### src/rtl/assert_macros.svh
// Assertion macros shared by the RTL of the pixel brightness/contrast block.
// Uses the clk and arst_n names of the module that includes it.
`ifndef ASSERT_MACROS_SVH
`define ASSERT_MACROS_SVH
`ifndef ASSERT_OFF
`define PBC_ASSERT(lbl, prop) \
	lbl: assert property (@(posedge clk) disable iff (!arst_n) (prop)) \
		else $error("pbc assertion failed");
`define PBC_NEVER(lbl, cond) \
	lbl: assert property (@(posedge clk) disable iff (!arst_n) !(cond)) \
		else $error("pbc forbidden condition seen");
`else
`define PBC_ASSERT(lbl, prop)
`define PBC_NEVER(lbl, cond)
`endif
`endif

### src/rtl/pbc_pkg.sv
// Package of the pixel brightness/contrast block: payload structs, coefficient
// and pipeline control structs, register indexes and codes. No dependencies.
package pbc_pkg;

	typedef struct packed {
		logic [7:0] chan0;
		logic [7:0] chan1;
		logic [7:0] chan2;
		logic [7:0] chan3;
	} pixel_t;

	typedef struct packed {
		logic [7:0] out0;
		logic [7:0] out1;
		logic [7:0] out2;
		logic [7:0] out3;
	} result_t;

	// per-configuration linear map: num = a*x + off, result = num / den
	typedef struct packed {
		logic signed [17:0] a;
		logic signed [24:0] off;
		logic [15:0]        den;
		logic               thresh;
	} coef_t;

	// load enables of pipeline stages 2..7
	typedef struct packed {
		logic [7:2] adv;
	} ctl_t;

	localparam logic [1:0] CFG_OPERATION = 2'd0;
	localparam logic [1:0] CFG_FORMULA   = 2'd1;
	localparam logic [1:0] CFG_AMOUNT    = 2'd2;
	localparam logic [1:0] CFG_LAYOUT    = 2'd3;

	localparam logic OP_BRIGHT   = 1'b0;
	localparam logic OP_CONTRAST = 1'b1;
	localparam logic MODE_MODERN = 1'b0;
	localparam logic MODE_LEGACY = 1'b1;

	localparam logic [1:0] LAYOUT_GRAY = 2'd0;
	localparam logic [1:0] LAYOUT_RGB  = 2'd1;
	localparam logic [1:0] LAYOUT_RGBA = 2'd2;

	localparam int NUM_W = 26;
	localparam int REM_W = 25;

endpackage

### src/rtl/pbc_coef.sv
// Coefficient builder: turns operation, formula and amount into a*x+off over den.
// Depends on pbc_pkg.
module pbc_coef #(
	parameter int BRIGHT_LIMIT = 150
) (
	input  logic              operation,
	input  logic              formula_mode,
	input  logic signed [8:0] amount,
	output pbc_pkg::coef_t    coef
);

	localparam logic signed [9:0]  LIM   = 10'(BRIGHT_LIMIT);
	localparam logic signed [9:0]  CLIM  = 10'sd100;
	localparam logic signed [25:0] LIM26 = 26'(BRIGHT_LIMIT);

	logic signed [9:0]  amt;
	logic signed [9:0]  b;
	logic signed [9:0]  c;
	logic signed [25:0] b26;
	logic signed [25:0] c26;
	logic signed [25:0] a_w;
	logic signed [25:0] off_w;
	logic signed [25:0] den_w;
	logic               thr_w;

	// saturate the amount for each operation
	always_comb begin
		amt = {amount[8], amount};
		if (amt > LIM) b = LIM;
		else if (amt < -LIM) b = -LIM;
		else b = amt;
		if (amt > CLIM) c = CLIM;
		else if (amt < -CLIM) c = -CLIM;
		else c = amt;
		b26 = 26'(b);
		c26 = 26'(c);
	end

	// pick the linear map of the selected formula
	always_comb begin
		a_w   = 26'sd0;
		off_w = 26'sd0;
		den_w = 26'sd1;
		thr_w = 1'b0;
		if (operation == pbc_pkg::OP_BRIGHT) begin
			if (formula_mode == pbc_pkg::MODE_LEGACY) begin
				a_w   = 26'sd1;
				off_w = b26;
			end else if (b26 >= 0) begin
				a_w   = LIM26 - b26;
				off_w = 26'sd255 * b26;
				den_w = LIM26;
			end else begin
				a_w   = LIM26 + b26;
				den_w = LIM26;
			end
		end else begin
			if (formula_mode == pbc_pkg::MODE_LEGACY) begin
				a_w   = 26'sd259 * c26 + 26'sd25900;
				off_w = -(26'sd65792 * c26);
				den_w = 26'sd25900 - 26'sd255 * c26;
			end else if (c26 == 26'sd100) begin
				thr_w = 1'b1;
			end else if (c26 < 0) begin
				a_w   = 26'sd100 + c26;
				off_w = -(26'sd128 * c26);
				den_w = 26'sd100;
			end else begin
				a_w   = 26'sd100;
				off_w = -(26'sd128 * c26);
				den_w = 26'sd100 - c26;
			end
		end
	end

	assign coef.a      = 18'(a_w);
	assign coef.off    = 25'(off_w);
	assign coef.den    = 16'(den_w);
	assign coef.thresh = thr_w;

endmodule

### src/rtl/pbc_lane.sv
// One channel lane: multiply-add, clamp, and a four-stage rounding divider.
// Depends on pbc_pkg.
module pbc_lane (
	input  logic           clk,
	input  pbc_pkg::ctl_t  ctl,
	input  pbc_pkg::coef_t coef_s1,
	input  logic           adj_s1,
	input  logic [7:0]     x_s1,
	output logic [7:0]     y_s7
);

	localparam int NW = pbc_pkg::NUM_W;
	localparam int RW = pbc_pkg::REM_W;

	// two restoring division steps at quotient bits sh+1 and sh
	function automatic logic [RW+1:0] div_pair(input logic [RW-1:0] r,
			input logic [16:0] d, input logic [2:0] sh);
		logic [RW-1:0] dh;
		logic [RW-1:0] dl;
		logic [RW-1:0] t;
		logic          q1;
		logic          q0;
		dh = RW'({8'd0, d} << (sh + 3'd1));
		dl = RW'({8'd0, d} << sh);
		t  = r;
		q1 = (t >= dh);
		if (q1) t = t - dh;
		q0 = (t >= dl);
		if (q0) t = t - dl;
		return {q1, q0, t};
	endfunction

	logic signed [NW-1:0] a26;
	logic signed [NW-1:0] x26;
	logic signed [NW-1:0] num_w;

	logic signed [NW-1:0] num_s2;
	logic [15:0]          den_s2;
	logic                 thr_s2;
	logic                 adj_s2;
	logic [7:0]           x_s2;

	logic [23:0]          top_w;
	logic                 ovr_w;
	logic [7:0]           oval_w;

	logic                 ovr_s3, ovr_s4, ovr_s5, ovr_s6;
	logic [7:0]           oval_s3, oval_s4, oval_s5, oval_s6;
	logic                 adj_s3, adj_s4, adj_s5, adj_s6;
	logic [7:0]           x_s3, x_s4, x_s5, x_s6;
	logic [RW-1:0]        rem_s3, rem_s4, rem_s5, rem_s6;
	logic [16:0]          d2_s3, d2_s4, d2_s5, d2_s6;
	logic [7:0]           q_s4, q_s5, q_s6;

	logic [RW+1:0]        p4, p5, p6, p7;

	// stage 2: multiply-add
	always_comb begin
		a26   = NW'(coef_s1.a);
		x26   = {18'd0, x_s1};
		num_w = a26 * x26 + NW'(coef_s1.off);
	end

	always_ff @(posedge clk) begin
		if (ctl.adv[2]) begin
			num_s2 <= num_w;
			den_s2 <= coef_s1.den;
			thr_s2 <= coef_s1.thresh;
			adj_s2 <= adj_s1;
			x_s2   <= x_s1;
		end
	end

	// stage 3: clamp, threshold case, and divider operands
	always_comb begin
		top_w  = {den_s2, 8'd0} - {8'd0, den_s2};
		ovr_w  = 1'b1;
		oval_w = 8'd0;
		if (thr_s2) begin
			if (x_s2 < 8'd128) oval_w = 8'd0;
			else if (x_s2 > 8'd128) oval_w = 8'd255;
			else oval_w = 8'd128;
		end else if (num_s2 <= 0) begin
			oval_w = 8'd0;
		end else if (num_s2 >= NW'({2'b0, top_w})) begin
			oval_w = 8'd255;
		end else begin
			ovr_w = 1'b0;
		end
	end

	always_ff @(posedge clk) begin
		if (ctl.adv[3]) begin
			ovr_s3  <= ovr_w;
			oval_s3 <= oval_w;
			adj_s3  <= adj_s2;
			x_s3    <= x_s2;
			rem_s3  <= RW'({num_s2[NW-2:0], 1'b0}) + RW'(den_s2);
			d2_s3   <= {den_s2, 1'b0};
		end
	end

	// stages 4..7: two quotient bits each
	assign p4 = div_pair(rem_s3, d2_s3, 3'd6);
	assign p5 = div_pair(rem_s4, d2_s4, 3'd4);
	assign p6 = div_pair(rem_s5, d2_s5, 3'd2);
	assign p7 = div_pair(rem_s6, d2_s6, 3'd0);

	always_ff @(posedge clk) begin
		if (ctl.adv[4]) begin
			ovr_s4  <= ovr_s3;
			oval_s4 <= oval_s3;
			adj_s4  <= adj_s3;
			x_s4    <= x_s3;
			d2_s4   <= d2_s3;
			rem_s4  <= p4[RW-1:0];
			q_s4    <= {p4[RW+1:RW], 6'd0};
		end
		if (ctl.adv[5]) begin
			ovr_s5  <= ovr_s4;
			oval_s5 <= oval_s4;
			adj_s5  <= adj_s4;
			x_s5    <= x_s4;
			d2_s5   <= d2_s4;
			rem_s5  <= p5[RW-1:0];
			q_s5    <= {q_s4[7:6], p5[RW+1:RW], 4'd0};
		end
		if (ctl.adv[6]) begin
			ovr_s6  <= ovr_s5;
			oval_s6 <= oval_s5;
			adj_s6  <= adj_s5;
			x_s6    <= x_s5;
			d2_s6   <= d2_s5;
			rem_s6  <= p6[RW-1:0];
			q_s6    <= {q_s5[7:4], p6[RW+1:RW], 2'd0};
		end
		// final select: pass-through, clamp/threshold value, or quotient
		if (ctl.adv[7]) begin
			if (!adj_s6) y_s7 <= x_s6;
			else if (ovr_s6) y_s7 <= oval_s6;
			else y_s7 <= {q_s6[7:2], p7[RW+1:RW]};
		end
	end

endmodule

### src/rtl/pixel_brightness_contrast.sv
// Top level of the pixel brightness/contrast block: config registers, stage-1
// capture, valid/stall chain and four lanes. Depends on pbc_pkg, pbc_coef, pbc_lane.
//
//  port group    direction  handshake              payload
//  pixel         in         pixel_valid/stall      pbc_pkg::pixel_t
//  result        out        result_valid/stall     pbc_pkg::result_t
//  cfg           in         cfg_valid/cfg_ready    cfg_index, cfg_data
//
// One pixel per clock sustained while result_stall is low; seven register stages,
// stage 1 to stage 7, lie between an accepted pixel and its result.
// The divider takes two quotient bits per stage over four stages.
// Each stage holds under stall only if the next one is full, so bubbles close up.
// Reset clears the valid bits and loads the configuration reset values.
// cfg_ready is always high; writes take effect on the next accepted pixel.
`include "assert_macros.svh"
module pixel_brightness_contrast #(
	parameter int BRIGHT_LIMIT = 150
) (
	input  logic             clk,
	input  logic             arst_n,
	input  logic             pixel_valid,
	output logic             pixel_stall,
	input  pbc_pkg::pixel_t  pixel,
	output logic             result_valid,
	input  logic             result_stall,
	output pbc_pkg::result_t result,
	input  logic             cfg_valid,
	output logic             cfg_ready,
	input  logic [1:0]       cfg_index,
	input  logic [8:0]       cfg_data
);

	logic              operation_q;
	logic              formula_q;
	logic signed [8:0] amount_q;
	logic [1:0]        layout_q;

	pbc_pkg::coef_t    coef_w;
	pbc_pkg::coef_t    coef_s1;
	logic [3:0]        adj_w;
	logic [3:0]        adj_s1;
	logic [7:0]        x_s1 [4];
	logic [7:0]        y_s7 [4];

	logic [7:1]        vld;
	logic [7:1]        rdy;
	pbc_pkg::ctl_t     ctl;

	// configuration writes
	assign cfg_ready = 1'b1;

	always_ff @(posedge clk or negedge arst_n) begin
		if (!arst_n) begin
			operation_q <= 1'b0;
			formula_q   <= 1'b0;
			amount_q    <= 9'sd0;
			layout_q    <= pbc_pkg::LAYOUT_RGB;
		end else if (cfg_valid && cfg_ready) begin
			case (cfg_index)
				pbc_pkg::CFG_OPERATION: operation_q <= cfg_data[0];
				pbc_pkg::CFG_FORMULA:   formula_q   <= cfg_data[0];
				pbc_pkg::CFG_AMOUNT:    amount_q    <= cfg_data;
				pbc_pkg::CFG_LAYOUT:    layout_q    <= cfg_data[1:0];
				default: ;
			endcase
		end
	end

	pbc_coef #(.BRIGHT_LIMIT(BRIGHT_LIMIT)) u_coef (
		.operation    (operation_q),
		.formula_mode (formula_q),
		.amount       (amount_q),
		.coef         (coef_w)
	);

	// channels adjusted under the current layout
	always_comb begin
		case (layout_q)
			pbc_pkg::LAYOUT_GRAY: adj_w = 4'b0001;
			pbc_pkg::LAYOUT_RGB:  adj_w = 4'b0111;
			pbc_pkg::LAYOUT_RGBA: adj_w = 4'b0111;
			default:              adj_w = 4'b0000;
		endcase
	end

	// ready chain: a stage loads when it is empty or the next one loads
	always_comb begin
		rdy[7] = !vld[7] || !result_stall;
		for (int k = 6; k >= 1; k--) begin
			rdy[k] = !vld[k] || rdy[k+1];
		end
	end

	assign ctl.adv     = rdy[7:2];
	assign pixel_stall = !rdy[1];

	// advance valid bits
	always_ff @(posedge clk or negedge arst_n) begin
		if (!arst_n) begin
			vld <= '0;
		end else begin
			if (rdy[1]) vld[1] <= pixel_valid;
			for (int k = 2; k <= 7; k++) begin
				if (rdy[k]) vld[k] <= vld[k-1];
			end
		end
	end

	// stage 1: capture pixel and per-configuration terms
	always_ff @(posedge clk) begin
		if (rdy[1]) begin
			coef_s1 <= coef_w;
			adj_s1  <= adj_w;
			x_s1[0] <= pixel.chan0;
			x_s1[1] <= pixel.chan1;
			x_s1[2] <= pixel.chan2;
			x_s1[3] <= pixel.chan3;
		end
	end

	for (genvar g = 0; g < 4; g++) begin : g_lane
		pbc_lane u_lane (
			.clk     (clk),
			.ctl     (ctl),
			.coef_s1 (coef_s1),
			.adj_s1  (adj_s1[g]),
			.x_s1    (x_s1[g]),
			.y_s7    (y_s7[g])
		);
	end

	assign result_valid = vld[7];
	assign result.out0  = y_s7[0];
	assign result.out1  = y_s7[1];
	assign result.out2  = y_s7[2];
	assign result.out3  = y_s7[3];

	`PBC_ASSERT(a_stall_full, pixel_stall |-> vld[1])
	`PBC_NEVER(a_free_flow, !result_stall && pixel_stall)
	`PBC_ASSERT(a_enter_s1, pixel_valid && !pixel_stall |=> vld[1])

endmodule

### config.mk
export PLATFORM = sky130hd
export DESIGN_NAME = pixel_brightness_contrast
export DESIGN_NICKNAME = d
export VERILOG_FILES = /design/src/rtl/pbc_pkg.sv /design/src/rtl/pbc_coef.sv /design/src/rtl/pbc_lane.sv /design/src/rtl/pixel_brightness_contrast.sv
export VERILOG_INCLUDE_DIRS = /design/src /design/src/rtl
export SDC_FILE = /design/constraint.sdc
export NUM_CORES = 2
export LEC_CHECK = 0
export BUFFER_PORTS_ARGS = -buffer_cell sky130_fd_sc_hd__buf_2
export CAP_MARGIN = 20
export CORE_MARGIN = 2
export CORE_UTILIZATION = 59
export CTS_CLUSTER_SIZE = 20
export DETAILED_ROUTE_END_ITERATION = 8
export GPL_TIMING_DRIVEN = 0
export PLACE_DENSITY = 0.77
export RECOVER_POWER = 25
export SLEW_MARGIN = 20
export SYNTH_ARGS = -nofsm -noshare
export SYNTH_HDL_FRONTEND = slang
export SYNTH_SLANG_ARGS = --single-unit
### constraint.sdc
create_clock -name clk -period 6.9 [get_ports clk]
set_input_delay 0.345 -clock clk [delete_from_list [all_inputs] [get_ports clk]]
set_output_delay 0.345 -clock clk [all_outputs]
set_load 0.02 [all_outputs]
==> summary.md <==
| Metric | Value |
|---|---|
| Status | `complete, but fails checks` |
| Violated checks | `capacitance limit, slew limit` |
| Most common cell after layout, fill and taps aside | `inv_1` |
| First drt pass iteration count | `7` |
| H-tree depth | `3` |
| DR iter-0 viols | `~4.4k` |
| CTS buffer count | `89` |
| IO Port Bufs | `81` |
| Setup violators final | `0` |
| Total wire length | `220000 um` |
| Top delay family on crit path | `adder cells` |
| Slowest stage delay, CP | `approximately 0.56 ns` |
| Die width | `between 300 and 400 um` |
| M1 WL | `roughly 80000 um` |
| Buf+Inv Stages, Crit Path | `6` |
| Worst EP required | `about 7.4 ns` |
| Clk root buf | `clkbuf_16` |
| First-pass GRT wire length | `between 300000 and 400000 um` |
| Worst hold path class | `input port to flip-flop` |
| Cell variety after synth | `roughly 110` |
| Synth top area share | `0.318` |
| Register area share after synthesis | `0.325` |
| Total GRT Usage | `0.327` |
| Compound-Gate Fraction of Synth Area | `0.134` |
| Tmin final | `around 6.7 ns` |
| Synth area leader | `edfxtp_1` |
| Main area contributors after synthesis | `edfxtp_1 32%, ha_1 14%, fa_1 13%` |
| Tightest Pin Transition | `2.24 ns` |
| Clk sinks | `between 800 and 900` |
| Routed Antenna Nets | `0` |
| Syn. warnings | `0` |
| Main combinational cell family by area after synthesis | `adder cells` |
| Core area | `129000 um^2` |
| Yosys reg bits | `about 840` |
| Crit Path Max Fanout | `10` |
| Ys flop type | `edfxtp_1` |
| Fillers | `10.2k` |
| Later-pin clock latency in the skew report | `0.70 ns` |
| Final Hold Viols | `0` |
| CP endpoint kind | `flip-flop` |
| Max-Cap Viols | `2` |
| Seq. cell area | `25000 um^2` |
| Synth Net Count | `a little over 9k` |
| # nets final | `9406` |
| Cell mode on critical path | `inv_1` |
| Remaining Overflow, GRT | `0` |
| Adder-cell share of the synthesized area | `0.269` |
| Dpl hpwl | `174000 um` |
| Number of global-route vias before repair | `around 58k` |
| Setup Skew | `roughly 0.051 ns` |
| Critical path launch point type | `flip-flop` |
| DRC viols | `0` |
| FFs w/ async S/R, synth | `0.0240` |
| Metal2 WL | `around 110000 um` |
| Simple logic cell fraction of the synthesized area | `0.135` |
| Max Freq | `approximately 0.15 GHz` |
| Highest routed layer | `met5` |
| Clock transition at path regs | `about 0.06 ns` |
| Rows | `between 100 and 150` |
| CP max stage cell | `edfxtp_1` |
| Worst Path Class, Setup | `flip-flop to flip-flop` |
| DR WL met3 | `about 13000 um` |
| Cells after Synth | `between 7k and 8k` |
| CP arrival | `7.21 ns` |
| Initial Util | `0.594` |
| Area growth, synth to finish | `9.58%` |
| Die footprint | `about 130000 um^2` |
| CTS tree | `built` |
| I/O pins | `a little over 80` |
| Share of post-route cells with drive strength above 1 | `0.0823` |
| XOR/XNOR Fraction of Synth Area | `0.0582` |
| Mean post-synth cell area | `10.0 um^2` |
| Routed wire per std cell | `22.4 um` |
| Pin count of the biggest net entering global routing | `103` |
| Die Ht | `roughly 370 um` |
| Synth Cell Area | `76900 um^2` |
| Mux contribution to synthesized area | `0.0236` |
| Sequence of cells on the critical path | `clkbuf_2, and2_1, fa_1, inv_1, fa_1, inv_1, ha_1, inv_1, fa_1, inv_1, fa_1, ha_1, inv_1, o21bai_1, a2111oi_2, o31a_1, o211ai_1, a31oi_1, o21bai_1, a2111o_1, a2111o_1, o211ai_1` |
| Most frequent cells in the layout | `909 x inv_1, 867 x ha_1, 815 x edfxtp_1` |
| Area of the multi-input gates | `around 48000 um^2` |
| Post-synth EDFFs | `815` |
| Final Wtd Congestion | `approximately 1` |
| Placed instance count | `around 9.5k` |
| Final Non-Filler Cells | `9811` |
| Final Cycle Share | `0.972` |
| Initial antenna violation count | `8` |
| Vias per cell | `6.03` |
| Clock Tree Buf Depth | `3` |
| Vias post-DR | `between 50k and 60k` |
| Slew Viols, Final | `70` |
| Worst rel slew slack | `-0.502` |
## worst reg2reg max path: cells and delay by family (launching register included)
| family | cells | cell delay, ns |
|---|---|---|
| AO/OA/AOI/OAI | 9 | 2.46 |
| adder cells (fa/ha/maj) | 6 | 2.65 |
| buffers and inverters | 6 | 0.64 |
| flip-flops | 1 | 0.56 |
| AND/OR/NAND/NOR | 1 | 0.25 |
## cell families after synthesis
logic type / after synthesis
AOI/OAI and AO/OA: 1632
xor gates and xnor gates: 511
adders and majority gates: 1362
buffers and inverters: 1104
DFF: 835
muxes: 163
other: 1
and+or+nand+nor: 2088
## state kept, by name, indices dropped and copies added, names as in the netlist, 15 cells and up
| name | flops |
|---|---|
| g_lane.u_lane.num_s2 | 78 |
| g_lane.u_lane.d2_s6 | 15 |
| g_lane.u_lane.q_s6 | 18 |
| coef_s1 | 60 |
| g_lane.u_lane.x_s3 | 32 |
| g_lane.u_lane.x_s2 | 32 |
| g_lane.u_lane.den_s2 | 16 |
| g_lane.u_lane.d2_s4 | 15 |
| g_lane.u_lane.x_s5 | 32 |
| g_lane.u_lane.y_s7 | 32 |
| g_lane.u_lane.d2_s3 | 15 |
| g_lane.u_lane.rem_s6 | 73 |
| g_lane.u_lane.x_s6 | 32 |
| g_lane.u_lane.rem_s4 | 73 |
| g_lane.u_lane.rem_s5 | 73 |
| g_lane.u_lane.x_s4 | 32 |
| g_lane.u_lane.d2_s5 | 15 |
| g_lane.u_lane.rem_s3 | 73 |
| x_s1 | 32 |
## synthesized netlist by cell type, types with 25 or more instances
cell	instances
fa_1	492
nor2_1	469
nand4_1	75
o21ai_0	355
o211ai_1	28
a31oi_1	41
a21o_1	180
and2_1	299
o21a_1	71
mux2i_1	34
nand2b_1	81
nand3_1	118
edfxtp_1	815
o31ai_1	38
or2_2	25
nor4_1	53
clkbuf_1	128
a21boi_0	38
ha_1	870
nand2_1	567
nor2b_1	88
a211oi_1	35
a21oi_1	544
o21bai_1	63
xor2_1	156
inv_1	928
xnor2_1	355
nor3_1	123
and3_1	53
or3_1	44
mux2_2	117
## layer usage
metal	up-vias	track usage
met5	-	0
met4	4	0.252
met3	807	0.0433
met2	2423	0.557
met1	28300	0.376
li1	27500	-
## through the flow
step,worst slack [ns],instance area (um^2),util,hold WS [ns],setup TNS (ns)
finish,0.194,84300,0.651,0.0495,0
global route,-0.0411,84300,0.651,0.0537,-0.0619
CTS,0.0145,83600,0.646,0.00115,0
detailed placement,-1.07,79900,0.617,0.405,-26.96
global placement,-0.929,79500,0.614,0.401,-19.48
floorplan,0.467,76900,-,0.0494,0
## area by class of cell
type,instances,share of cell area
Sequential cell,835,0.296
Timing Repair Buffer,223,0.0206
Clock inverter,54,0.00877
Antenna cell,4,0.000119
Multi-Input combinational cell,5757,0.569
Buffer,153,0.00885
Clock buffer,106,0.0281
Tap cell,1742,0.0259
Inverter,937,0.0425
## path summary, 6_finish.rpt
kind,from,to,slack [ns],cells after the start
worst max register to register,coef_s1[47],g_lane[1].u_lane.num_s2[25],0.19,22
min in group asynchronous,arst_n,vld[6],0.68,2
worst max-delay path,coef_s1[47],g_lane[1].u_lane.num_s2[25],0.19,22
worst min-delay path,cfg_index[0],operation_q,0.05,3
worst min register to register,coef_s1[3],g_lane[1].u_lane.den_s2[2],0.39,0
max in group asynchronous,arst_n,amount_q[6],4.97,2
## repair_timing
item / 4_1_cts / 5_1_grt
pin swaps: 1 / 7
hold buffers: 43 / 0
setup buffers: 18 / 64
gates resized for setup: 48 / 115
setup endpoints to repair: 129 / 164
hold endpoints to repair: 65 / 0
Power is left out: the tool's default activity adds up to more than one toggle a clock period on the data nets, which glitch-free logic cannot reach.
